--- src/rtl/core/dap_pkg.sv ---
// ---------------------------------------------------------------------------
// dap_pkg
// Shared types, constants and the power-of-ten table of the amount parser.
// ---------------------------------------------------------------------------
package dap_pkg;

  localparam int unsigned CHAR_W    = 8;
  localparam int unsigned VALUE_W   = 30;
  localparam int unsigned LIMIT_W   = 4;
  localparam int unsigned CFG_IDX_W = 1;
  localparam int unsigned OUT_W     = 64;   // 62 payload bits padded to whole bytes

  localparam logic [LIMIT_W-1:0] MAX_DIGITS = 4'd9;

  // configuration register indexes
  localparam logic [CFG_IDX_W-1:0] CFG_INTEGER_DIGITS  = 1'b0;
  localparam logic [CFG_IDX_W-1:0] CFG_FRACTION_DIGITS = 1'b1;

  typedef enum logic [1:0] {
    ST_OK       = 2'd0,
    ST_NOTHING  = 2'd1,
    ST_OVER     = 2'd2,
    ST_NONDIGIT = 2'd3
  } status_t;

  // one finished amount, before the fraction is padded
  typedef struct packed {
    status_t              status;
    logic [VALUE_W-1:0]   int_value;
    logic [VALUE_W-1:0]   frac_accum;
    logic [LIMIT_W-1:0]   pad_digits;   // number of trailing zeros to append
  } rec_t;

  function automatic logic [VALUE_W-1:0] pow10(input logic [LIMIT_W-1:0] k);
    logic [VALUE_W-1:0] p;
    case (k)
      4'd0:    p = 30'd1;
      4'd1:    p = 30'd10;
      4'd2:    p = 30'd100;
      4'd3:    p = 30'd1000;
      4'd4:    p = 30'd10000;
      4'd5:    p = 30'd100000;
      4'd6:    p = 30'd1000000;
      4'd7:    p = 30'd10000000;
      4'd8:    p = 30'd100000000;
      4'd9:    p = 30'd1000000000;
      default: p = 30'd1;
    endcase
    return p;
  endfunction

endpackage

--- src/rtl/core/dap_parser.sv ---
// ---------------------------------------------------------------------------
// dap_parser
// Character-level parse state, limit registers and the finished-amount record.
// ---------------------------------------------------------------------------
module dap_parser (
  input  logic                               clk,
  input  logic                               rst,
  input  logic                               s_tvalid,
  output logic                               s_tready,
  input  logic [dap_pkg::CHAR_W-1:0]         s_tdata,    // [7:0] char_code
  input  logic                               cfg_valid,
  output logic                               cfg_ready,
  input  logic [dap_pkg::CFG_IDX_W-1:0]      cfg_index,
  input  logic [dap_pkg::LIMIT_W-1:0]        cfg_data,
  output logic                               rec_valid,
  input  logic                               rec_ready,
  output dap_pkg::rec_t                      rec
);
  import dap_pkg::*;

  localparam logic [CHAR_W-1:0] CHAR_CR    = 8'h0D;
  localparam logic [CHAR_W-1:0] CHAR_LF    = 8'h0A;
  localparam logic [CHAR_W-1:0] CHAR_ZERO  = 8'h30;
  localparam logic [CHAR_W-1:0] CHAR_NINE  = 8'h39;
  localparam logic [CHAR_W-1:0] CHAR_POINT = 8'h2E;

  logic [LIMIT_W-1:0] integer_digits;
  logic [LIMIT_W-1:0] fraction_digits;

  logic               in_fraction, in_fraction_next;
  logic [LIMIT_W-1:0] digit_count, digit_count_next;
  logic [VALUE_W-1:0] int_accum, int_accum_next;
  logic [VALUE_W-1:0] frac_accum, frac_accum_next;
  logic               had_int_digits, had_int_digits_next;

  logic               fire;
  logic               is_term, is_digit, is_point;
  logic [LIMIT_W-1:0] ilim, flim;
  logic [3:0]         digit_val;
  logic [VALUE_W-1:0] acc_sel, acc_step;
  logic               emit;
  rec_t               rec_next;

  assign cfg_ready = 1'b1;
  assign s_tready  = !rec_valid || rec_ready;
  assign fire      = s_tvalid && s_tready;

  assign is_term   = (s_tdata == CHAR_CR) || (s_tdata == CHAR_LF);
  assign is_digit  = (s_tdata >= CHAR_ZERO) && (s_tdata <= CHAR_NINE);
  assign is_point  = (s_tdata == CHAR_POINT);
  assign digit_val = 4'(s_tdata - CHAR_ZERO);

  assign ilim = (integer_digits  > MAX_DIGITS) ? MAX_DIGITS : integer_digits;
  assign flim = (fraction_digits > MAX_DIGITS) ? MAX_DIGITS : fraction_digits;

  // acc * 10 + digit as two shifts and adds
  assign acc_sel  = in_fraction ? frac_accum : int_accum;
  assign acc_step = (acc_sel << 3) + (acc_sel << 1) + VALUE_W'(digit_val);

  always_comb begin
    in_fraction_next    = in_fraction;
    digit_count_next    = digit_count;
    int_accum_next      = int_accum;
    frac_accum_next     = frac_accum;
    had_int_digits_next = had_int_digits;
    emit                = 1'b0;
    rec_next.status     = ST_OK;
    rec_next.int_value  = int_accum;
    rec_next.frac_accum = '0;
    rec_next.pad_digits = '0;

    if (!in_fraction) begin
      if (is_term) begin
        emit = 1'b1;
        if (digit_count == '0) rec_next.status = ST_NOTHING;
      end else if (is_point) begin
        in_fraction_next    = 1'b1;
        had_int_digits_next = (digit_count != '0);
        digit_count_next    = '0;
        frac_accum_next     = '0;
      end else if (digit_count >= ilim) begin
        emit            = 1'b1;
        rec_next.status = ST_OVER;
      end else if (!is_digit) begin
        emit            = 1'b1;
        rec_next.status = ST_NONDIGIT;
      end else begin
        int_accum_next   = acc_step;
        digit_count_next = digit_count + 4'd1;
      end
    end else begin
      if (is_term) begin
        emit = 1'b1;
        if (!had_int_digits && digit_count == '0) begin
          rec_next.status = ST_NOTHING;
        end else begin
          rec_next.frac_accum = frac_accum;
          // a limit lowered mid-amount leaves the fraction unpadded
          if (digit_count < flim) rec_next.pad_digits = flim - digit_count;
        end
      end else if (digit_count >= flim) begin
        emit            = 1'b1;
        rec_next.status = ST_OVER;
      end else if (!is_digit) begin
        emit            = 1'b1;
        rec_next.status = ST_NONDIGIT;
      end else begin
        frac_accum_next  = acc_step;
        digit_count_next = digit_count + 4'd1;
      end
    end

    if (rec_next.status != ST_OK) begin
      rec_next.int_value  = '0;
      rec_next.frac_accum = '0;
      rec_next.pad_digits = '0;
    end

    if (emit) begin
      in_fraction_next    = 1'b0;
      digit_count_next    = '0;
      int_accum_next      = '0;
      frac_accum_next     = '0;
      had_int_digits_next = 1'b0;
    end
  end

  always_ff @(posedge clk) begin
    if (rst) begin
      integer_digits  <= MAX_DIGITS;
      fraction_digits <= 4'd2;
    end else if (cfg_valid && cfg_ready) begin
      unique case (cfg_index)
        CFG_INTEGER_DIGITS:  integer_digits  <= cfg_data;
        CFG_FRACTION_DIGITS: fraction_digits <= cfg_data;
        default: ;
      endcase
    end
  end

  always_ff @(posedge clk) begin
    if (rst) begin
      in_fraction    <= 1'b0;
      digit_count    <= '0;
      int_accum      <= '0;
      frac_accum     <= '0;
      had_int_digits <= 1'b0;
    end else if (fire) begin
      in_fraction    <= in_fraction_next;
      digit_count    <= digit_count_next;
      int_accum      <= int_accum_next;
      frac_accum     <= frac_accum_next;
      had_int_digits <= had_int_digits_next;
    end
  end

  always_ff @(posedge clk) begin
    if (rst) begin
      rec_valid <= 1'b0;
    end else if (fire && emit) begin
      rec_valid <= 1'b1;
    end else if (rec_ready) begin
      rec_valid <= 1'b0;
    end
  end

  always_ff @(posedge clk) begin
    if (fire && emit) begin
      rec <= rec_next;
    end
  end

`ifndef SYNTHESIS
  a_count_bounded: assert property (@(posedge clk) disable iff (rst)
    digit_count <= MAX_DIGITS)
    else $error("digit count above maximum");

  a_frac_clear_in_int: assert property (@(posedge clk) disable iff (rst)
    !in_fraction |-> (frac_accum == '0))
    else $error("fraction accumulator dirty in integer part");

  a_rec_zero_on_error: assert property (@(posedge clk) disable iff (rst)
    (rec_valid && rec.status != ST_OK) |->
      (rec.int_value == '0 && rec.frac_accum == '0 && rec.pad_digits == '0))
    else $error("error record carries values");

  a_clear_after_emit: assert property (@(posedge clk) disable iff (rst)
    (fire && emit) |=> (digit_count == '0 && !in_fraction && int_accum == '0))
    else $error("parse state not cleared after result");
`endif

endmodule

--- src/rtl/core/dap_scale.sv ---
// ---------------------------------------------------------------------------
// dap_scale
// Pads the fraction with trailing zeros and holds the output register.
// ---------------------------------------------------------------------------
module dap_scale (
  input  logic                         clk,
  input  logic                         rst,
  input  logic                         rec_valid,
  output logic                         rec_ready,
  input  dap_pkg::rec_t                rec,
  output logic                         m_tvalid,
  input  logic                         m_tready,
  output logic [dap_pkg::OUT_W-1:0]    m_tdata   // [1:0] status, [31:2] int_value,
                                                 // [61:32] frac_value, [63:62] zero
);
  import dap_pkg::*;

  logic [2*VALUE_W-1:0] product;
  logic [VALUE_W-1:0]   frac_value;
  logic                 load;

  assign product    = rec.frac_accum * pow10(rec.pad_digits);
  assign frac_value = product[VALUE_W-1:0];

  assign rec_ready = !m_tvalid || m_tready;
  assign load      = rec_valid && rec_ready;

  always_ff @(posedge clk) begin
    if (rst) begin
      m_tvalid <= 1'b0;
    end else if (load) begin
      m_tvalid <= 1'b1;
    end else if (m_tready) begin
      m_tvalid <= 1'b0;
    end
  end

  always_ff @(posedge clk) begin
    if (load) begin
      m_tdata <= {2'b00, frac_value, rec.int_value, rec.status};
    end
  end

`ifndef SYNTHESIS
  a_out_zero_on_error: assert property (@(posedge clk) disable iff (rst)
    (m_tvalid && m_tdata[1:0] != ST_OK) |-> (m_tdata[61:2] == '0))
    else $error("error result carries values");

  a_out_pad_zero: assert property (@(posedge clk) disable iff (rst)
    m_tvalid |-> (m_tdata[63:62] == 2'b00))
    else $error("pad bits set");

  a_load_when_free: assert property (@(posedge clk) disable iff (rst)
    (m_tvalid && !m_tready) |-> !load)
    else $error("output overwritten while stalled");
`endif

endmodule

--- src/rtl/core/decimal_amount_parser_top.sv ---
// ---------------------------------------------------------------------------
// decimal_amount_parser_top
// Streaming decimal amount parser: ASCII characters in, amount results out.
// ---------------------------------------------------------------------------
// Input stream s_*: one character per transaction in s_tdata[7:0].
// Output stream m_*: one result per CR/LF, bad character or character past the digit limit:
//   m_tdata[1:0] status, [31:2] integer part, [61:32] fraction part padded
//   to fraction_digits digits; values are zero unless status is ok.
// Config channel cfg_*: index 0 integer_digits, 1 fraction_digits (4 bits
//   each, above 9 acts as 9); always ready, write only while idle.
// Throughput: one character per cycle while s_tready is high; the
//   multiply-by-ten accumulate feeds the parser state register combinationally.
// Result path: the record register loads at the edge that accepts the
//   character that finishes the amount, and the output register loads from
//   it once the output register is free, raising m_tvalid. The fraction pad
//   multiply sits between those two registers.
// Reset (rst, synchronous): clears parse state and both valid flags, limits
//   go to 9 integer and 2 fraction digits.
// Stall: with m_tready low a finished result waits in the output register,
//   a second one in the record register; characters keep flowing until the
//   record register is also full, then s_tready drops.
// ---------------------------------------------------------------------------
module decimal_amount_parser_top (
  input  logic                               clk,
  input  logic                               rst,
  input  logic                               s_tvalid,
  output logic                               s_tready,
  input  logic [dap_pkg::CHAR_W-1:0]         s_tdata,    // [7:0] char_code
  output logic                               m_tvalid,
  input  logic                               m_tready,
  output logic [dap_pkg::OUT_W-1:0]          m_tdata,    // [1:0] status, [31:2] int_value,
                                                         // [61:32] frac_value, [63:62] zero
  input  logic                               cfg_valid,
  output logic                               cfg_ready,
  input  logic [dap_pkg::CFG_IDX_W-1:0]      cfg_index,
  input  logic [dap_pkg::LIMIT_W-1:0]        cfg_data
);
  import dap_pkg::*;

  logic rec_valid;
  logic rec_ready;
  rec_t rec;

  dap_parser u_parser (
    .clk       (clk),
    .rst       (rst),
    .s_tvalid  (s_tvalid),
    .s_tready  (s_tready),
    .s_tdata   (s_tdata),
    .cfg_valid (cfg_valid),
    .cfg_ready (cfg_ready),
    .cfg_index (cfg_index),
    .cfg_data  (cfg_data),
    .rec_valid (rec_valid),
    .rec_ready (rec_ready),
    .rec       (rec)
  );

  dap_scale u_scale (
    .clk       (clk),
    .rst       (rst),
    .rec_valid (rec_valid),
    .rec_ready (rec_ready),
    .rec       (rec),
    .m_tvalid  (m_tvalid),
    .m_tready  (m_tready),
    .m_tdata   (m_tdata)
  );

endmodule
--- config.mk ---
export PLATFORM = sky130hd
export DESIGN_NAME = decimal_amount_parser_top
export DESIGN_NICKNAME = d
export VERILOG_FILES = /design/src/rtl/core/dap_pkg.sv /design/src/rtl/core/dap_parser.sv /design/src/rtl/core/dap_scale.sv /design/src/rtl/core/decimal_amount_parser_top.sv
export SDC_FILE = /design/constraint.sdc
export NUM_CORES = 1
export LEC_CHECK = 0
export BUFFER_PORTS_ARGS = -buffer_cell sky130_fd_sc_hd__clkbuf_2
export CAP_MARGIN = 20
export CELL_PAD_IN_SITES_DETAIL_PLACEMENT = 1
export CELL_PAD_IN_SITES_GLOBAL_PLACEMENT = 2
export CORE_ASPECT_RATIO = 0.7
export CORE_MARGIN = 2
export CORE_UTILIZATION = 45
export CTS_BUF_LIST = sky130_fd_sc_hd__clkbuf_16
export CTS_CLUSTER_DIAMETER = 40
export DETAILED_ROUTE_END_ITERATION = 6
export PLACE_DENSITY = 0.84
export SYNTH_ARGS = -nofsm -noshare
export SYNTH_HDL_FRONTEND = slang
export SYNTH_SLANG_ARGS = --single-unit
--- constraint.sdc ---
create_clock -name clk -period 9.9 [get_ports clk]
set_input_delay 0.99 -clock clk [delete_from_list [all_inputs] [get_ports clk]]
set_output_delay 0.99 -clock clk [all_outputs]
set_load 0.005 [all_outputs]
* Yosys cells after proc, flatten, opt, wreduce, memory -nomap -nowiden
Memories as Yosys holds them, arrays and structs flattened. A register that Yosys moved wholly into a read port is not among the register bits. Cells that the tools add are included. W data, S select, Z words.
Word-level totals: ROM bits 480, memories kept 1, logic and storage cells 122, bits in registers 204
Operators by class: $mul 1, eq/ne operators 10, reduce and logical (&&, ||, !) cells 27, $lt $le $gt $ge 7, bitwise logic cells 4, add/subtract/negate cells 5, mux-type cells 53
Memories:
- (no name shown) | depth 16, width 30, rd ports 1, clocked after memory_dff 1, write ports 0, line dap_pkg.sv:36 | case (k)
Operators by type and width (number):
- $mux W30 | 12
- $mux W4 | 12
- $add A30 B30 Y30 | 1
- $add A30 B4 Y30 | 1
- $mul A30 B30 Y30 | 1
- $mux W29 | 1
- $mux W1 | 21
- $eq A8 B4 Y1 const B | 2
- $mux W2 | 7
- $reduce_bool A2 Y1 | 5
- $eq A8 B6 Y1 const B | 1
- $ge A4 B4 Y1 | 2
- $ge A8 B6 Y1 const B | 1
- $gt A4 B4 Y1 const B | 2
- $le A8 B6 Y1 const B | 1
- $reduce_and A4 Y1 | 2
- $ne A2 B2 Y1 const B | 3
- $ne A3 B3 Y1 const B | 2
- $reduce_and A6 Y1 | 1
- $logic_and A1 B1 Y1 | 5
- $reduce_and A5 Y1 | 1
- $reduce_or A5 Y1 | 1
- $add A4 B1 Y4 const B | 1
- $logic_not A4 Y1 | 1
- other kinds (12) | 20

* Logic depth before layout (Yosys ltp)
Gate-level depths: netlist of run 1.
word-level depth 11, depth in mapped cells 28, mapped depth without buffers 27

* By module
From an unflattened synthesis of run 1, not the netlist that was laid out.
Unflattened totals: cell total of the unflattened synthesis 2393, area, all modules 23965.5 µm²
Modules (own cells, without submodules):
- dap_scale | times used 1, cells an instance 1702, sequential area each 1881.8 µm², area an instance 16477.1 µm²
- dap_parser | times used 1, cells an instance 691, sequential area each 3483.3 µm², area an instance 7488.4 µm²

* Least setup slack after synthesis of run 1
OpenSTA, ideal clock, no wires.
kind flip-flop to flip-flop, from reg u_parser.rec[14] (netlist name), to reg u_scale.m_tdata[58] (netlist name) (data pin), arrival 6.348 ns, path buffers 2, data required time 9.639 ns, period minus slack after synthesis 6.609 ns, setup slack 3.291 ns, setup time 0.261 ns, cell stages (with the launch flop) 24, cells stage by stage edfxtp_1 > clkbuf_1 > clkbuf_1 > nand2_1 > fa_1 > inv_1 > fa_1 > fa_1 > inv_1 > fa_1 > inv_1 > fa_1 > fa_1 > fa_1 > inv_1 > fa_1 > inv_1 > ha_1 > a21oi_1 > o31ai_2 > a221o_1 > a2bb2oi_4 > nor4bb_1 > a311o_1
On the way: cells in the longest elaborated chain, start to end 1
RTL lines:
- $mul A30 B30 Y30 | line dap_scale.sv:22 | assign product = rec.frac_accum * pow10(rec.pad_digits);
- net u_scale.product[26] | line dap_scale.sv:18 | logic [2*VALUE_W-1:0] product;
- end signal, assigned | line dap_scale.sv:40 | m_tdata <= {2'b00, frac_value, rec.int_value, rec.status};
- end, declared | line dap_scale.sv:13 | output logic [dap_pkg::OUT_W-1:0] m_tdata
The timed path passes the listed nets, and every way through them passes these cells. A chain may end at the register's enable or synchronous reset.

==> results list, run 1 <==
- For this design the top-level I/O count stands at 85.
- At the pin with the least slew margin, the transition time is 1.16 ns.
- Post-cts hold buffer count: 0
- Once detail routing completed, the nets flagged for antenna violations numbered 0.
- Prior to clock tree synthesis, the placed netlist has a worst setup slack of 2.13 ns.
- After detailed routing, the number of remaining DRC violations is 0.
- TritonCTS built the clock tree.
- In the synthesized netlist the dominant register cell turns out to be sky130_fd_sc_hd__edfxtp_1.
- Setup slack of the critical path after layout: 2.13 ns
- The congestion estimate from routability-driven global placement came to 0.878.
- Synthesis handed over a netlist of 2490 instances.
* Total number of vias: 17469
* Worst reg2reg setup slack: 2.13 ns
- Worst Hold Launch: u_parser.rec[35]
- Highest attainable clock frequency: 129 MHz
- Hold WC Path Type: reg2reg
- After global routing the overflow that remains totals 0.
* Net count reported at finish: 3075
* Post-route clock period utilization: 78.5%
- In this run the vertical extent of the chip is 199 um.
- Tot Pwr: 0.00374 W
- For this run, asynchronously set or reset flops after synthesis account for 0%.
- The tree is rooted in a sky130_fd_sc_hd__clkbuf_16.
- The floorplan step defined a die boundary enclosing 56300 um^2.
- Global-route wire length before repair: 115000 um
- After clock tree synthesis, the setup repair step added 0 buffers.
- The H-tree generated during clock tree synthesis spans 2 levels.
- Across the run, the number of max-cap violations was 0.
* Met3 routed WL: 4930 um
* Number of distinct library cells after synthesis: 83
* Final Max Slew Viols: 0
- Crit start category: register
- Met2 Routed Length: 31000 um
* Synthesis Warnings: 0
* Post-synthesis sequential area ratio: 23.8%
* Setup Skew: 0.0459 ns
* Antenna diode instance count: 0
* Number of setup violations in the final report: 0
- For this run, the number of standard cells in the final layout without fillers is 3276.
* Capture instance of the worst register-to-register path: u_scale.m_tdata[61]
* Peak fanout along the critical path: 25
- At the worst endpoint, the required time is 10.18 ns.
- Clock slew at the register clock pins of the worst setup and hold paths: 0.06 ns
- Number of synthesized flops with an enable pin: 128
- Post-cts resize count: 0
* Syn_area_per_cell: 9.84 um^2
* Number of failing hold endpoints at the final stage: 0
- Relative to the synthesized area, the layout overhead comes to 9.43%.
- Summed over all failing endpoints, the final setup total negative slack is 0 ns.
* DRT Pass-1 Iters: 5
- Number of buffers between clock root and the deepest sink: 3
* Clk sinks: 227
- In this run the horizontal extent of the chip is 283 um.
- Initial antenna violation count: 1
- In this run, the number of DRC markers left after iteration 0 of detailed routing was 1001.
* Count of cells along the worst hold path: 0
- Input and output buffers added on the ports amount to 81.
- In this run the top signal layer used is met4.
- Routed met1 length: 34100 um
* Latest clock arrival within the worst-skew pair: 0.59 ns
* Share of layout cells above drive strength 1: 9.19%
- Register-to-Register Path Depth: 22
- Hold Path End: u_scale.m_tdata[3]
- The setup path with the least slack is of type reg2reg.
* Category of the worst setup path capture point: register
* Unrepaired setup endpoints after global routing: false
* Mean number of vias per cell: 5.33
- Starting utilization of the core area: 45.6%
- Remaining max-slew budget at the tightest pin: 22.6%
* Number of CTS-inserted buffers: 36
- Entering global routing, the biggest net connects 95 pins.
* Routed wirelength normalized by instance count: 21.8 um
- Total wirelength of the detailed-routed design: 71500 um
- The flow ran to the end, and the final reports show no timing, DRC or antenna violations.
- In this run the core area contains 71 standard-cell rows.
* Via count of the first global-routing pass: 19462
* Maximum ir drop on the vdd rail: 0.000110 V
- Summed over all cells, the static leakage comes to 12.6 nW.
* Number of synthesized register bits: 227
- At the worst endpoint, the arrival time is 8.05 ns.
* Floorplan core area: 53700 um^2
- In this run, placement finished with an instance count of 3207.
* Power per unit of standard cell area: 139 nW/um^2
- In this run the cell area of the synthesized design comes to 24500 um^2.
- Across every metal layer, demand over resource in global routing totals 26.9%.
* Half-perimeter wire length after detailed placement: 54400 um
- Min cycle time layout: 7.77 ns
[worst max path at each step]
stage | start | end | slack (ns) | cells after the start
final | register | u_scale.m_tdata[61] | 2.13 | 22
after CTS | register | u_scale.m_tdata[61] | 2.06 | 22
after detailed placement | register | u_scale.m_tdata[61] | 2.13 | 22
after global placement | u_parser.rec[11] | u_scale.m_tdata[55] | 2.27 | 23
after global routing | register | u_scale.m_tdata[57] | 1.84 | 22
after floorplan | u_parser.rec[14] | u_scale.m_tdata[58] | 3.29 | 23
[final cells by class]
cell class / count / area [um^2]
Timing Repair Buffer: 102 / 623
Inverter: 435 / 1630
Multi-Input combinational cell: 1716 / 16600
Fill cell: 5978 / 26900
Clock buffer: 36 / 901
Tap cell: 730 / 913
Sequential cell: 227 / 5830
Clock inverter: 30 / 320
[worst max-delay path, stage by stage (launching register included)]
cell	delay, ns
sky130_fd_sc_hd__dfxtp_1	1.04
sky130_fd_sc_hd__and2_1	0.26
sky130_fd_sc_hd__fa_1	0.43
sky130_fd_sc_hd__fa_1	0.49
sky130_fd_sc_hd__fa_1	0.54
sky130_fd_sc_hd__inv_1	0.06
sky130_fd_sc_hd__fa_1	0.47
sky130_fd_sc_hd__inv_1	0.06
sky130_fd_sc_hd__fa_1	0.49
sky130_fd_sc_hd__fa_1	0.52
sky130_fd_sc_hd__fa_1	0.49
sky130_fd_sc_hd__inv_1	0.06
sky130_fd_sc_hd__fa_1	0.48
sky130_fd_sc_hd__inv_1	0.04
sky130_fd_sc_hd__ha_1	0.36
sky130_fd_sc_hd__a21o_1	0.19
sky130_fd_sc_hd__a21o_1	0.18
sky130_fd_sc_hd__a21oi_1	0.34
sky130_fd_sc_hd__o21ai_0	0.16
sky130_fd_sc_hd__a21oi_1	0.38
sky130_fd_sc_hd__o311ai_1	0.17
sky130_fd_sc_hd__o211ai_1	0.14
sky130_fd_sc_hd__xnor2_1	0.10
[where the power goes]
part	switching (W)	internal [W]	leakage [nW]
Sequential	0.0000661	0.00109	2.06
Clock	0.000550	0.000749	0.609
Combinational	0.000749	0.000530	9.89
[cells in the mapped netlist, types with 4 or more instances]
cell                       instances  area share (%)
sky130_fd_sc_hd__inv_1           433             6.6
sky130_fd_sc_hd__nand4b_1         12            0.43
sky130_fd_sc_hd__a21oi_1          65             1.3
sky130_fd_sc_hd__a211oi_2          5            0.26
sky130_fd_sc_hd__o311ai_1          8            0.29
sky130_fd_sc_hd__buf_4             6            0.18
sky130_fd_sc_hd__o21bai_1          7            0.21
sky130_fd_sc_hd__clkbuf_1         98             1.5
sky130_fd_sc_hd__and2_1          304             7.8
sky130_fd_sc_hd__xor2_1           21            0.75
sky130_fd_sc_hd__o31ai_1           7            0.21
sky130_fd_sc_hd__fa_1            356              29
sky130_fd_sc_hd__nor3_1           24            0.49
sky130_fd_sc_hd__a211oi_1          5            0.15
sky130_fd_sc_hd__nand2b_1         22            0.56
sky130_fd_sc_hd__o21ai_1           4           0.082
sky130_fd_sc_hd__a22oi_1          19            0.58
sky130_fd_sc_hd__ha_1            183             9.3
sky130_fd_sc_hd__and3_1            5            0.13
sky130_fd_sc_hd__nor2b_1          13            0.33
sky130_fd_sc_hd__buf_2             7            0.14
sky130_fd_sc_hd__nor2_1           74             1.1
sky130_fd_sc_hd__o21a_1            9            0.28
sky130_fd_sc_hd__o21ai_0          31            0.63
sky130_fd_sc_hd__mux2_2           30             1.4
sky130_fd_sc_hd__nand2_1         273             4.2
sky130_fd_sc_hd__nand3_1          37            0.76
sky130_fd_sc_hd__dfxtp_1          99             8.1
sky130_fd_sc_hd__nand4_1           5            0.13
sky130_fd_sc_hd__o211ai_1          6            0.18
sky130_fd_sc_hd__edfxtp_1        128              16
sky130_fd_sc_hd__mux2i_1           8            0.33
sky130_fd_sc_hd__nand3b_1          8            0.25
sky130_fd_sc_hd__a211o_1           4            0.14
sky130_fd_sc_hd__or4_1             4            0.12
sky130_fd_sc_hd__a31oi_1          11            0.28
sky130_fd_sc_hd__xnor2_1          80             2.9
sky130_fd_sc_hd__a21o_1           10            0.31
[stage by stage]
step	area, um^2	util, %	hold slack (ns)
floorplan	24500	-	0.400
detailed placement	25500	47.4	0.407
finish	26800	49.9	0.415
global placement	25500	47.4	0.402
CTS	26700	49.7	0.404
global route	26800	49.9	0.411
[placed cells by master (no fill, tap or decap), types with 18 or more instances in the layout]
master                      count
sky130_fd_sc_hd__ha_1         183
sky130_fd_sc_hd__and2_1       305
sky130_fd_sc_hd__nand2b_1      22
sky130_fd_sc_hd__a21oi_1       65
sky130_fd_sc_hd__edfxtp_1     128
sky130_fd_sc_hd__clkbuf_16     36
sky130_fd_sc_hd__nand2_1      272
sky130_fd_sc_hd__clkbuf_2      81
sky130_fd_sc_hd__nor2_1        74
sky130_fd_sc_hd__xnor2_1       80
sky130_fd_sc_hd__dfxtp_1       99
sky130_fd_sc_hd__buf_4         18
sky130_fd_sc_hd__fa_1         356
sky130_fd_sc_hd__nor3_1        24
sky130_fd_sc_hd__nand3_1       37
sky130_fd_sc_hd__xor2_1        21
sky130_fd_sc_hd__inv_1        435
sky130_fd_sc_hd__mux2_2        30
sky130_fd_sc_hd__a22oi_1       19
sky130_fd_sc_hd__o21ai_0       31
[cells by family after synthesis]
kind of cell	share of synthesized area [%]
adders and majority gates	38.4
AOI/OAI and AO/OA	6.64
DFF	23.8
other	0.0307
muxes	1.82
buffers and inverters	8.56
and+or+nand+nor	17.1
xor gates and xnor gates	3.61
[layer usage]
layer	vias to the layer above	global-route usage, %
met5	-	0
met4	0	6.00
met3	96	6.42
met2	429	41.1
met1	9044	38.9
li1	7900	-
Power figures use the tool's default switching activity.
==> run 2: changes to the inputs <==
- ABC_AREA: not set -> 1
- CORE_UTILIZATION: 45 -> 39
- PLACE_DENSITY: 0.84 -> 0.79
- clock period: 9.9 -> 7.25 ns (I/O delays scaled with it)
==> run 2 against run 1 <==
  * Sequential cell count did not move
  * Setup slack lost 1.9 ns
  * Critical path depth increased by 4
  * Global-route usage shrank 1.8 points
  * Clock-buffer cell count up 8
  * Largest cell class unchanged
  * Highest routed layer is now met5
==> results list, run 2 <==
- The multiplexer share of the synthesized area is 0% (was 1.82%).
- The total number of clock tree sinks is 227 (unchanged).
- Synthesis Warnings: 0 (unchanged)
- The worst-case clock skew came to 0.0276 ns (was 0.0459 ns).
- The global-route wire length before repair came to 128000 um (was 115000 um).
- Power per unit of standard cell area: 248 nW/um^2 (was 139 nW/um^2)
- The overall power after layout is 0.00717 W (was 0.00374 W).
- The sequential cell fraction of total power was 22.9% (was 31.1%).
- Power share of the clock group: 25.7% (was 34.7%)
* Leftover overflow at the end of global routing: 0 (unchanged)
- Largest stage delay on the critical path: 0.62 ns (was 1.04 ns)
- Number of I/O pins: 85 (unchanged)
- The gate family responsible for the most delay along the worst path is adder cells (unchanged).
- Final Max Slew Viols: 0 (unchanged)
- The critical path starts at u_parser.rec[14].
- The count of endpoints failing hold in the final timing report was 0 (unchanged).
- Sum of negative setup slack: 0 ns (unchanged)
* Switch share: 41.7% (was 36.5%)
- Commonest cells after routing, fill and taps aside: 838 x sky130_fd_sc_hd__inv_1, 800 x sky130_fd_sc_hd__nand2_1, 356 x sky130_fd_sc_hd__fa_1, 182 x sky130_fd_sc_hd__ha_1 (was 435 x sky130_fd_sc_hd__inv_1, 356 x sky130_fd_sc_hd__fa_1, 305 x sky130_fd_sc_hd__and2_1, 272 x sky130_fd_sc_hd__nand2_1, 183 x sky130_fd_sc_hd__ha_1).
- Slowest CP cell: sky130_fd_sc_hd__edfxtp_1 (was sky130_fd_sc_hd__dfxtp_1)
* Non-filler instance count after layout: 4193 (was 3276)
- The nature of the critical path startpoint is a register (unchanged).
- Post-synthesis cell count: 3144 (was 2490)
- The most frequent cell after synthesis is sky130_fd_sc_hd__inv_1 (unchanged).
- Top cells by instance count after synthesis: 833 x sky130_fd_sc_hd__inv_1, 800 x sky130_fd_sc_hd__nand2_1, 356 x sky130_fd_sc_hd__fa_1 (was 433 x sky130_fd_sc_hd__inv_1, 356 x sky130_fd_sc_hd__fa_1, 304 x sky130_fd_sc_hd__and2_1).
- The type of destination of the critical path is a register (unchanged).
* Y dimension of the die: 217 um (was 199 um)
- Unrepaired setup endpoints after global routing: false (unchanged)
* Run status: complete, no violations (unchanged)
- Fraction of the mapped netlist area in compound gates: 5.61% (was 6.64%)
* DRT Pass-1 Iters: 5 (unchanged)
- Post-synthesis adder-cell area fraction: 37.2% (was 38.4%)
* Capture instance of the worst register-to-register path: u_scale.m_tdata[60] (was u_scale.m_tdata[61])
- The fraction of power consumed by combinational cells was 51.4% (was 34.2%).
- The number of instances in the placed design came to 4107 (was 3207).
* Required time reported for the critical path endpoint: 7.57 ns (was 10.18 ns)
* Via count of the first global-routing pass: 22345 (was 19462)
- Static leakage: 15.7 nW (was 12.6 nW)
* Clock root buffer: sky130_fd_sc_hd__clkbuf_16 (unchanged)
- Number of buffers between clock root and the deepest sink: 3 (unchanged)
- Commonest non-fill, non-tap cell in the layout: sky130_fd_sc_hd__inv_1 (unchanged)
- The capturing instance or port of the critical path was u_scale.m_tdata[60] (was u_scale.m_tdata[61]).
- Net switching power figure: 0.00299 W (was 0.00136 W)
- The share of the clock period used by the worst path after layout came to 97.1% (was 78.5%).
- Number of remaining DRC errors: 0 (unchanged)
* Half-perimeter wire length after detailed placement: 67700 um (was 54400 um)
- The worst slew margin relative to its limit is 39.0% (was 22.6%).
- The post-synthesis average cell area was 8.06 um^2 (was 9.84 um^2).
* Final Util: 44.8% (was 49.9%)
- Crit path buffers/inverters: 11 (was 4)
* Core Rows: 78 (was 71)
* Number of CTS-inserted buffers: 40 (was 36)
- The share of the synthesized area in the top cell type was 28.1% (was 29.1%).
- GRT Resource Usage Total: 25.1% (was 26.9%)
* Routed wirelength normalized by instance count: 19.5 um (was 21.8 um)
- In this run the critical register-to-register path is launched from u_parser.rec[14].
- The total length of routed wires was 81700 um (was 71500 um).
* Highest attainable clock frequency: 142 MHz (was 129 MHz)
* Horizontal die dimension: 309 um (was 283 um)
* Register-to-Register Path Depth: 26 (was 22)
* Starting utilization of the core area: 39.3% (was 45.6%)
- Number of synthesized flops with an enable pin: 128 (unchanged)
- The routed via count divided by cell count came to 4.87 (was 5.33).
- The final critical delay including setup and external delays came to 7.04 ns (was 7.77 ns).
- Cell types with the largest area share after synthesis: sky130_fd_sc_hd__fa_1 28%, sky130_fd_sc_hd__edfxtp_1 15%, sky130_fd_sc_hd__inv_1 12%, sky130_fd_sc_hd__nand2_1 12%, sky130_fd_sc_hd__ha_1 9.0% (was sky130_fd_sc_hd__fa_1 29%, sky130_fd_sc_hd__edfxtp_1 16%, sky130_fd_sc_hd__ha_1 9.3%, sky130_fd_sc_hd__dfxtp_1 8.1%, sky130_fd_sc_hd__and2_1 7.8%).
- The global placer's final weighted congestion is 0.906 (was 0.878).
* Floorplan core area: 64500 um^2 (was 53700 um^2)
* Setup slack of the critical path after layout: 0.211 ns (was 2.13 ns)
* Type of the worst setup path: reg2reg (unchanged)
* Die Area: 67100 um^2 (was 56300 um^2)
- The net count of the finished layout was 3839 (was 3075).
- The max capacitance violation total is 0 (unchanged).
- The register area share after synthesis was 23.0% (was 23.8%).
* Number of nets still failing antenna checks after routing: 0 (unchanged)
* Dominant combinational cell family by area after synthesis: adder cells (unchanged)
- The number of buffers added on ports is 81 (unchanged).
- FILL cells: 7782 (was 5978)
- CP Data Arrival Time: 7.36 ns (was 8.05 ns)
* Total number of vias: 20412 (was 17469)
- Internal power of the cells: 0.00418 W (was 0.00237 W)
- The initial antenna violation count came to 1 (unchanged).
* Synthesized area: 25300 um^2 (was 24500 um^2)
- The final number of setup-violating endpoints was 0 (unchanged).
- Number of distinct library cells after synthesis: 53 (was 83)
* Iteration-0 DRC count of the detailed router: 1268 (was 1001)
- Maximum ir drop on the vdd rail: 0.000163 V (was 0.000110 V)
- Maximum number of pins on one net before global-route repair: 66 (was 95)
* Proportion of synthesized flip-flops having asynchronous set or reset: 0% (unchanged)
- The slew at the pin closest to its max-slew limit was 0.912 ns (was 1.16 ns).
* Latest clock arrival within the worst-skew pair: 0.58 ns (was 0.59 ns)
- The simple-gate share of the synthesized area is 17.7% (was 17.1%).
- Share of layout cells above drive strength 1: 10.5% (was 9.19%)
* Worst slack after detailed placement: -0.0718 ns (was 2.13 ns)
- The CTS tree is yes (unchanged).
- The post-synthesis register bit count is 227 (unchanged).
- The layout overhead on the synthesized area came to 14.0% (was 9.43%).
- The class of the tightest hold or removal check was reg2reg (unchanged).
- The clock slew at the register clock pins of the worst setup and hold paths is 0.05 ns (was 0.06 ns).
- The top fanout value on the critical path came to 9 (was 25).
* Worst reg2reg setup slack: 0.21 ns (was 2.13 ns)
- Leading area contributor after synthesis: sky130_fd_sc_hd__fa_1 (unchanged)
- Number of cells on the critical path: 26 (was 22)
* Commonest register cell after synthesis: sky130_fd_sc_hd__edfxtp_1 (unchanged)
- Xor-xnor portion of the synthesized cell area: 1.83% (was 3.61%)
* Number of H-tree levels: 2 (unchanged)
==> run 2: layout make-up <==
type                    count  area [um^2]  area share [%]
well taps                 880         1100            3.81
repair buffers            215         1630            5.63
clock buffers              44         1100            3.81
diodes                      1         2.50         0.00866
clock inverters            28          201           0.697
inverters                 845         3170            11.0
multi-input cells        1953        15800            54.8
flip-flops and latches    227         5840            20.2
==> run 2: power by group through the flow <==
stage / combinational [W] / clock, W / sequential, W
after floorplan: 0.00211 / 0 / 0.00163
after global placement: 0.00356 / 0 / 0.00167
after detailed placement: 0.00365 / 0 / 0.00167
after CTS: 0.00368 / 0.00189 / 0.00164
after global routing: 0.00413 / 0.00193 / 0.00165
final: 0.00369 / 0.00184 / 0.00164
==> run 2: cell families after synthesis <==
kind of cell	count (synthesis)
xor+xnor	53
compound gates	256
flops	227
fa+ha+maj	539
other cells	2
simple gates	1102
buf+inv	965
==> run 2: what timing repair did <==
item                       CTS  global route
pin swaps                    0             2
setup endpoints to repair    2             9
hold buffers                 0             0
gates resized for setup      1            17
buffers inserted             2            10
==> run 2: worst min-delay path by stage <==
stage	slack (ns)	depth (start not counted)	end	start
2_1_floorplan	0.40	0	u_scale.m_tdata[0]	u_parser.rec[64]
3_3_place_gp	0.40	0	u_scale.m_tdata[27]	u_parser.rec[59]
3_5_place_dp	0.41	0	u_scale.m_tdata[18]	u_parser.rec[50]
4_1_cts	0.39	3	u_parser.integer_digits[3]	cfg_data[3]
5_1_grt	0.41	3	u_parser.integer_digits[3]	cfg_data[3]
6_report	0.41	0	u_scale.m_tdata[25]	u_parser.rec[57]
==> run 2: per-stage QoR <==
step | hold WS, ns | cell area [um^2]
5_1_grt | 0.411 | 28900
3_5_place_dp | 0.406 | 27400
6_report | 0.409 | 28900
4_1_cts | 0.393 | 28800
2_1_floorplan | 0.400 | 25300
3_3_place_gp | 0.402 | 27400
==> run 2: layer usage <==
metal	GRT usage, %	vias up	wire length [um]	part of all wire (%)
met5	0	-	13	0.016
li1	-	9554	-	-
met3	7.03	98	6560	8.0
met2	37.9	475	34700	42
met4	5.45	2	1590	1.9
met1	35.9	10283	38900	48
